--- config.mk ---
export PLATFORM = sky130hd
export DESIGN_NAME = primitive_assembler_core
export DESIGN_NICKNAME = d
export VERILOG_FILES = /design/src/rtl/core/prim_asm_pkg.sv /design/src/rtl/core/prim_asm_front.sv /design/src/rtl/core/prim_asm_back.sv /design/src/rtl/core/primitive_assembler_core.sv
export SDC_FILE = /design/constraint.sdc
export NUM_CORES = 1
export LEC_CHECK = 0
export BUFFER_PORTS_ARGS = -buffer_cell sky130_fd_sc_hd__buf_4
export CELL_PAD_IN_SITES_DETAIL_PLACEMENT = 0
export CELL_PAD_IN_SITES_GLOBAL_PLACEMENT = 2
export CORE_MARGIN = 5
export CORE_UTILIZATION = 42
export CTS_CLUSTER_DIAMETER = 200
export DETAILED_ROUTE_END_ITERATION = 16
export PLACE_DENSITY_LB_ADDON = 0.1
export SYNTH_ARGS = -nofsm -noshare
export SYNTH_HDL_FRONTEND = slang
export SYNTH_SLANG_ARGS = --single-unit
--- constraint.sdc ---
create_clock -name clk_i -period 5.9 [get_ports clk_i]
set_clock_uncertainty 0.2 [all_clocks]
set_input_delay 0.295 -clock clk_i [delete_from_list [all_inputs] [get_ports clk_i]]
set_output_delay 0.295 -clock clk_i [all_outputs]
set_load 0.005 [all_outputs]
--- src/rtl/core/prim_asm_pkg.sv ---
package prim_asm_pkg;

  // Width of a vertex reference on the ports.
  localparam int unsigned VertexFieldBits = 16;
  // Bits of a vertex reference that the queue keeps.
  localparam int unsigned VertexRefBits   = 16;
  localparam int unsigned RefW =
      (VertexRefBits < VertexFieldBits) ? VertexRefBits : VertexFieldBits;

  typedef logic [VertexFieldBits-1:0] vertex_t;
  typedef logic [RefW-1:0]            ref_t;

  // Draw modes; codes 10..15 are undefined and never emit.
  localparam logic [3:0] ModePoints    = 4'd0;
  localparam logic [3:0] ModeLines     = 4'd1;
  localparam logic [3:0] ModeLineLoop  = 4'd2;
  localparam logic [3:0] ModeLineStrip = 4'd3;
  localparam logic [3:0] ModeTriangles = 4'd4;
  localparam logic [3:0] ModeTriStrip  = 4'd5;
  localparam logic [3:0] ModeTriFan    = 4'd6;
  localparam logic [3:0] ModeQuads     = 4'd7;
  localparam logic [3:0] ModeQuadStrip = 4'd8;
  localparam logic [3:0] ModePolygon   = 4'd9;

  // Configuration register indexes.
  localparam logic CfgDrawMode  = 1'b0;
  localparam logic CfgPrimCount = 1'b1;

  localparam logic OpPush    = 1'b0;
  localparam logic OpRestart = 1'b1;

  localparam logic [1:0] TotalPoint    = 2'd1;
  localparam logic [1:0] TotalLine     = 2'd2;
  localparam logic [1:0] TotalTriangle = 2'd3;

  typedef struct packed {
    logic    operation;
    vertex_t vertex_ref;
  } in_item_t;

  typedef struct packed {
    vertex_t    vertex_a;
    vertex_t    vertex_b;
    vertex_t    vertex_c;
    logic [1:0] vertex_total;
  } out_item_t;

  // Classified word handed from the front to the back.
  typedef struct packed {
    logic restart;
    ref_t vref;
  } cmd_t;

endpackage

--- src/rtl/core/prim_asm_front.sv ---
module prim_asm_front (
  input  logic                   clk_i,
  input  logic                   rst_ni,
  input  logic                   in_valid_i,
  output logic                   in_ready_o,
  input  prim_asm_pkg::in_item_t in_item_i,
  output logic                   cmd_valid_o,
  input  logic                   cmd_ready_i,
  output prim_asm_pkg::cmd_t     cmd_o
);
  import prim_asm_pkg::*;

  cmd_t       fifo_q [2];
  logic       wr_ptr_q, wr_ptr_d;
  logic       rd_ptr_q, rd_ptr_d;
  logic [1:0] count_q, count_d;
  logic       push, pop;
  cmd_t       cmd_new;

  // Classify: a restart word carries no vertex.
  always_comb begin
    cmd_new.restart = (in_item_i.operation == OpRestart);
    cmd_new.vref    = in_item_i.vertex_ref[RefW-1:0];
  end

  assign in_ready_o  = (count_q != 2'd2);
  assign cmd_valid_o = (count_q != 2'd0);
  assign cmd_o       = fifo_q[rd_ptr_q];

  assign push = in_valid_i && in_ready_o;
  assign pop  = cmd_valid_o && cmd_ready_i;

  always_comb begin
    wr_ptr_d = push ? ~wr_ptr_q : wr_ptr_q;
    rd_ptr_d = pop ? ~rd_ptr_q : rd_ptr_q;
    count_d  = count_q + {1'b0, push} - {1'b0, pop};
  end

  always_ff @(posedge clk_i or negedge rst_ni) begin
    if (!rst_ni) begin
      wr_ptr_q <= 1'b0;
      rd_ptr_q <= 1'b0;
      count_q  <= 2'd0;
    end else begin
      wr_ptr_q <= wr_ptr_d;
      rd_ptr_q <= rd_ptr_d;
      count_q  <= count_d;
    end
  end

  always_ff @(posedge clk_i) begin
    if (push) begin
      fifo_q[wr_ptr_q] <= cmd_new;
    end
  end

endmodule

--- src/rtl/core/prim_asm_back.sv ---
module prim_asm_back (
  input  logic                    clk_i,
  input  logic                    rst_ni,
  input  logic                    cfg_we_i,
  input  logic                    cfg_index_i,
  input  logic [15:0]             cfg_data_i,
  input  logic                    cmd_valid_i,
  output logic                    cmd_ready_o,
  input  prim_asm_pkg::cmd_t      cmd_i,
  output logic                    out_valid_o,
  input  logic                    out_ready_i,
  output prim_asm_pkg::out_item_t out_item_o
);
  import prim_asm_pkg::*;

  logic [3:0]  mode_q;
  logic [15:0] prim_count_q;
  ref_t        queue_q [3];
  ref_t        queue_d [3];
  ref_t        q_ins   [3];
  logic [1:0]  fill_q, fill_d, fill_ins;
  logic [15:0] cnt_q, cnt_d;
  ref_t        saved_q, saved_d;
  logic        out_valid_q;
  out_item_t   out_q;

  logic        fire, emit, odd, first, last, counts;
  logic [1:0]  pop;
  ref_t        va, vb, vc;
  logic        zero_b, zero_c;
  logic [1:0]  total;
  logic [2:0]  src;

  assign cmd_ready_o = !out_valid_q || out_ready_i;
  assign fire        = cmd_valid_i && cmd_ready_o;

  always_comb begin
    // Append the vertex unless the word is a restart or the queue is full.
    for (int i = 0; i < 3; i++) begin
      q_ins[i] = queue_q[i];
    end
    fill_ins = fill_q;
    if (!cmd_i.restart && fill_q != 2'd3) begin
      q_ins[fill_q] = cmd_i.vref;
      fill_ins      = fill_q + 2'd1;
    end

    odd     = cnt_q[0];
    first   = (cnt_q == 16'd0);
    last    = (prim_count_q != 16'd0) && (cnt_q == prim_count_q - 16'd1);
    emit    = 1'b0;
    counts  = 1'b1;
    pop     = 2'd0;
    saved_d = saved_q;
    va      = q_ins[0];
    vb      = q_ins[1];
    vc      = q_ins[2];
    zero_b  = 1'b0;
    zero_c  = 1'b0;
    total   = TotalTriangle;

    unique case (mode_q) inside
      ModePoints: begin
        emit   = (fill_ins != 2'd0);
        counts = 1'b0;
        zero_b = 1'b1;
        zero_c = 1'b1;
        total  = TotalPoint;
        pop    = 2'd1;
      end
      ModeLines, ModeLineLoop, ModeLineStrip: begin
        emit   = (fill_ins >= 2'd2);
        zero_c = 1'b1;
        total  = TotalLine;
        pop    = (mode_q == ModeLines) ? 2'd2 : 2'd1;
        if (mode_q == ModeLineLoop) begin
          if (first) begin
            saved_d = q_ins[0];
          end
          if (last) begin
            vb = saved_d;
          end
        end
      end
      ModeTriangles: begin
        emit = (fill_ins == 2'd3);
        pop  = 2'd3;
      end
      ModeTriStrip: begin
        emit = (fill_ins == 2'd3);
        pop  = 2'd1;
        if (odd) begin
          va = q_ins[1];
          vb = q_ins[0];
        end
      end
      ModeTriFan, ModePolygon: begin
        emit = (fill_ins == 2'd3);
        pop  = 2'd1;
        if (first) begin
          saved_d = q_ins[0];
        end
        va = saved_d;
      end
      ModeQuads: begin
        emit = (fill_ins == 2'd3);
        if (odd) begin
          va  = saved_q;
          pop = 2'd3;
        end else begin
          saved_d = q_ins[0];
          pop     = 2'd1;
        end
      end
      ModeQuadStrip: begin
        emit = (fill_ins == 2'd3);
        pop  = 2'd1;
        if (odd) begin
          vb = q_ins[2];
          vc = q_ins[1];
        end
      end
      default: begin
        emit = 1'b0;
      end
    endcase

    if (cmd_i.restart) begin
      emit = 1'b0;
    end
    if (!emit) begin
      pop     = 2'd0;
      saved_d = saved_q;
    end

    // Pop from the front.
    for (int i = 0; i < 3; i++) begin
      src = 3'(i) + {1'b0, pop};
      queue_d[i] = (src < 3'd3) ? q_ins[src[1:0]] : q_ins[i];
    end

    if (cmd_i.restart) begin
      fill_d = 2'd0;
      cnt_d  = 16'd0;
    end else begin
      fill_d = fill_ins - pop;
      cnt_d  = (emit && counts) ? cnt_q + 16'd1 : cnt_q;
    end
  end

  always_ff @(posedge clk_i or negedge rst_ni) begin
    if (!rst_ni) begin
      mode_q       <= ModeTriangles;
      prim_count_q <= 16'd0;
      fill_q       <= 2'd0;
      cnt_q        <= 16'd0;
      out_valid_q  <= 1'b0;
    end else begin
      if (cfg_we_i && cfg_index_i == CfgDrawMode) begin
        mode_q <= cfg_data_i[3:0];
      end
      if (cfg_we_i && cfg_index_i == CfgPrimCount) begin
        prim_count_q <= cfg_data_i;
      end
      if (fire) begin
        fill_q <= fill_d;
        cnt_q  <= cnt_d;
      end
      if (fire && emit) begin
        out_valid_q <= 1'b1;
      end else if (out_ready_i) begin
        out_valid_q <= 1'b0;
      end
    end
  end

  always_ff @(posedge clk_i) begin
    if (fire) begin
      for (int i = 0; i < 3; i++) begin
        queue_q[i] <= queue_d[i];
      end
      saved_q <= saved_d;
    end
    if (fire && emit) begin
      out_q.vertex_a     <= vertex_t'(va);
      out_q.vertex_b     <= zero_b ? '0 : vertex_t'(vb);
      out_q.vertex_c     <= zero_c ? '0 : vertex_t'(vc);
      out_q.vertex_total <= total;
    end
  end

  assign out_valid_o = out_valid_q;
  assign out_item_o  = out_q;

endmodule

--- src/rtl/core/primitive_assembler_core.sv ---
// Channel | Direction | Handshake             | Word
// --------+-----------+-----------------------+-------------------------------------
// in      | input     | in_valid_i/in_ready_o | in_item_t: operation, vertex_ref
// out     | output    | out_valid_o/out_ready_i | out_item_t: vertex_a/b/c, vertex_total
// cfg     | input     | cfg_valid_i/cfg_ready_o | cfg_index_i, cfg_data_i
//
// One word per cycle sustained while the output is not stalled: the back assembler
// consumes one queued word per cycle and produces at most one primitive into its
// output register. From input accept to result valid a word passes the front queue,
// then the output register; the two-entry front queue buffers words under stalls.
// Reset clears draw mode to triangles, count to zero, and empties both stages.
// Config writes are taken only while the front queue is empty.
module primitive_assembler_core (
  input  logic                    clk_i,
  input  logic                    rst_ni,
  input  logic                    in_valid_i,
  output logic                    in_ready_o,
  input  prim_asm_pkg::in_item_t  in_item_i,
  output logic                    out_valid_o,
  input  logic                    out_ready_i,
  output prim_asm_pkg::out_item_t out_item_o,
  input  logic                    cfg_valid_i,
  output logic                    cfg_ready_o,
  input  logic                    cfg_index_i,
  input  logic [15:0]             cfg_data_i
);
  import prim_asm_pkg::*;

  logic cmd_valid;
  logic cmd_ready;
  cmd_t cmd;

  // Front: accept and classify words, hold them in a short queue.
  prim_asm_front u_front (
    .clk_i       (clk_i),
    .rst_ni      (rst_ni),
    .in_valid_i  (in_valid_i),
    .in_ready_o  (in_ready_o),
    .in_item_i   (in_item_i),
    .cmd_valid_o (cmd_valid),
    .cmd_ready_i (cmd_ready),
    .cmd_o       (cmd)
  );

  // Hold off config while words are still queued for the back.
  assign cfg_ready_o = !cmd_valid;

  // Back: vertex queue, counters, primitive assembly, output register.
  prim_asm_back u_back (
    .clk_i       (clk_i),
    .rst_ni      (rst_ni),
    .cfg_we_i    (cfg_valid_i && cfg_ready_o),
    .cfg_index_i (cfg_index_i),
    .cfg_data_i  (cfg_data_i),
    .cmd_valid_i (cmd_valid),
    .cmd_ready_o (cmd_ready),
    .cmd_i       (cmd),
    .out_valid_o (out_valid_o),
    .out_ready_i (out_ready_i),
    .out_item_o  (out_item_o)
  );

endmodule

==> key figures <==
Run status
  • Outcome: finished, final reports clean

Clock tree
  • Total CTS buffers: 17
  • Clk slew on worst S/H paths: around 0.080 ns
  • CTS tree: done
  • Clk buf depth: 2
  • Post-CTS sizing: 0
  • Clk sinks: 191
  • H-Tree Depth: 4
  • Skew-Pair Late Insertion Delay: approximately 0.44 ns
  • Clock root cell: clkbuf_16

Route
  • Routed vias/inst: 5.80
  • TritonRoute pass-1 iters: 5
  • Via count: 9007
  • Initial DRC count: 803
  • Routed Antenna Nets: 0
  • DR WL/cell: 20.4 um
  • Drt drc: 0
  • Post-Route WL: 31.7 mm

Floorplan
  • Die Y: 172 um
  • Starting Density: 42.5%
  • DIE AREA: slightly below 30000 sq um
  • Die Width: 172 um
  • Top Ports: 92
  • Core Footprint: 26000 sq um
  • Rows: a little under 60

Synth
  • Yosys warnings: 0
  • Asr flop ratio synth: a little under a quarter
  • Sequential share of the synthesized area: 50.0%
  • Cells after Synth: 1106
  • Syn_area_per_cell: about 10 sq um
  • Prevailing post-synth register cell: edfxtp_1
  • Syn nets: 1159
  • Synth Cell Area: 11000 sq um
  • FF+latch count, synth: 191
  • Distinct cells, synth: 77
  • Post-synth EDFFs: roughly 150

Worst setup path
  • Worst setup startpoint: u_front.rd_ptr_q
  • WS Path Type: reg2reg
  • Worst Path Max Fanout: 27
  • R2R Path Start: u_front.rd_ptr_q
  • Setup crit end kind: register
  • Crit path launch type: register
  • Critical path data arrival time: 4.46 ns
  • CP required: 5.95 ns

Power
  • Combinational power share: 52.2%
  • Design Power: around 7.7 mW
  • Sw Share: between 40 and 50%
  • Power Density: 593 nW/um^2
  • Sw power: 3.46 mW
  • Clock group share of total power: 16.0%
  • Cell-internal power: 4.25 mW
  • Worst IR Drop VDD: 0.230 mV
  • Lkg Pwr: 4.92 nW
  • Seq pwr share: 31.8%

Worst hold path
  • Hold Path Origin: cfg_index_i
  • Min-delay worst type: in2reg

Layout
  • Layout area overhead: 17.7%
  • Layout cells sized above 1: between 15 and 20%
  • # diodes: 0
  • Commonest non-fill, non-tap cell in the layout: edfxtp_1
  • Post-route core utilization: between 50% and 60%
  • Final net count: around 1.3k
  • Commonest non-fill, non-tap cells in the layout: edfxtp_1 (148), nand2_1 (138), buf_4 (114)

GRT
  • Vias in the first global route: ~8.2k
  • Largest net degree at the start of global routing: 57
  • Antenna violations before repair: 0
  • First-pass GRT wire length: 49.6 mm
  • GRT Total Usage: 21.6%
  • Grt ovf: 0

Timing
  • Period Utilization, post-route: 74.8%
  • Final hold vios: 0
  • Final min period: 4.41 ns
  • Setup WS post-layout: 1.49 ns
  • Worst-Margin Slew: 1.10 ns
  • RSZ-0062 raised after global routing: false
  • Setup TNS: 0 ns
  • Max-slew violation count: 0
  • Fmax achieved: 227 MHz
  • Setup violations, final: 0
  • Slew headroom: 26.5%
  • Hold Worst Slack: ~0.03 ns

Placement
  • Place WS: 1.51 ns
  • PortBufs: 91
  • GPL Wtd Cong: 0.828
  • DP Wirelength: between 20 and 25 mm

Run
  • Number of max-cap violations: 0
[synth_stat cells, types with 20 or more instances]
master    instances  area [sq um]
nor2_1          110           413
mux2_2           21           236
nand3_1          20           100
a21oi_1          91           455
a22oi_1          22           165
inv_1            25          93.8
mux2i_1          34           340
o21ai_0          82           410
clkbuf_1         51           191
o21ai_1          22           110
nand2_1         138           518
dfrtp_1          42          1050
edfxtp_1        148          4440
[routing by layer]
layer  global-route usage, %  up-vias  routed length, um
met1                    36.0     4347              16100
met4                    3.52        0                184
li1                        -     4341                  -
met3                    3.41       13               2320
met5                       0        -                  0
met2                    29.7      306              13100
[sequential cells by signal, indices dropped and copies added, names as in the netlist]
register	count
u_back.queue_q	48
u_front.fifo_q	34
u_back.cnt_q	16
u_back.out_valid_o	1
u_back.saved_q	16
u_front.wr_ptr_q	1
u_back.fill_q	2
u_back.out_item_o	50
u_back.mode_q	4
u_front.count_q	2
u_back.prim_count_q	16
u_front.rd_ptr_q	1
[critical path: stages (launching register included)]
cell and delay, ns:
dfrtp_1 0.42, mux2_4 0.40, nor2_1 0.27, o21a_1 0.27, o32ai_1 0.12, nand3_1 0.12
buf_4 0.30, ha_1 0.19, and2_1 0.76, nand2b_1 0.82, o22ai_1 0.34
[power by group through the flow]
stage          Sequential, mW  Combinational (mW)  Clock, mW
5_1_grt                  2.50                4.45       1.32
4_1_cts                  2.45                3.99       1.26
6_report                 2.45                4.02       1.24
3_5_place_dp             2.48                3.96          0
3_3_place_gp             2.47                3.95          0
2_1_floorplan            2.37                2.82          0
[path summary, 6_finish.rpt]
kind	endpoint	slack, ns	cells past startpoint
setup / recovery	u_back.queue_q[0][36]	1.49	10
hold / removal	u_back.mode_q[2]	0.03	3
setup reg to reg	u_back.queue_q[0][36]	1.49	10
hold reg to reg	u_front.wr_ptr_q	0.30	1
max in group asynchronous	u_back.prim_count_q[8]	4.88	2
min in group asynchronous	u_back.out_valid_o	0.20	2
[cell type report]
class	count	area, sq um
Fill cell	2429	13000
Sequential cell	191	5520
Multi-Input combinational cell	814	5090
Timing Repair Buffer	151	1230
Clock buffer	17	425
Tap cell	335	419
Clock inverter	15	208
Inverter	29	109
[cells by family after synthesis]
kind of cell             count (synthesis)  share of synthesized area [%]
XOR/XNOR                                30                           2.38
AO/OA/AOI/OAI                          351                           20.9
adder cells (fa/ha/maj)                 14                           1.59
buffers and inverters                  101                           4.01
multiplexers                            56                           5.36
AND/OR/NAND/NOR                        363                           15.7
flip-flops                             191                           50.0
[repair_timing]
action	4_1_cts	5_1_grt
hold buffers	37	0
buffers inserted	0	0
hold endpoints to repair	98	0
[metrics by stage]
step | instance area, sq um | std cells
floorplan | 11000 | 1106
global placement | 12000 | 1483
detailed placement | 12000 | 1483
CTS | 13000 | 1552
global route | 13000 | 1552
finish | 13000 | 1552
Note: power is estimated with default switching activity, not from simulation.
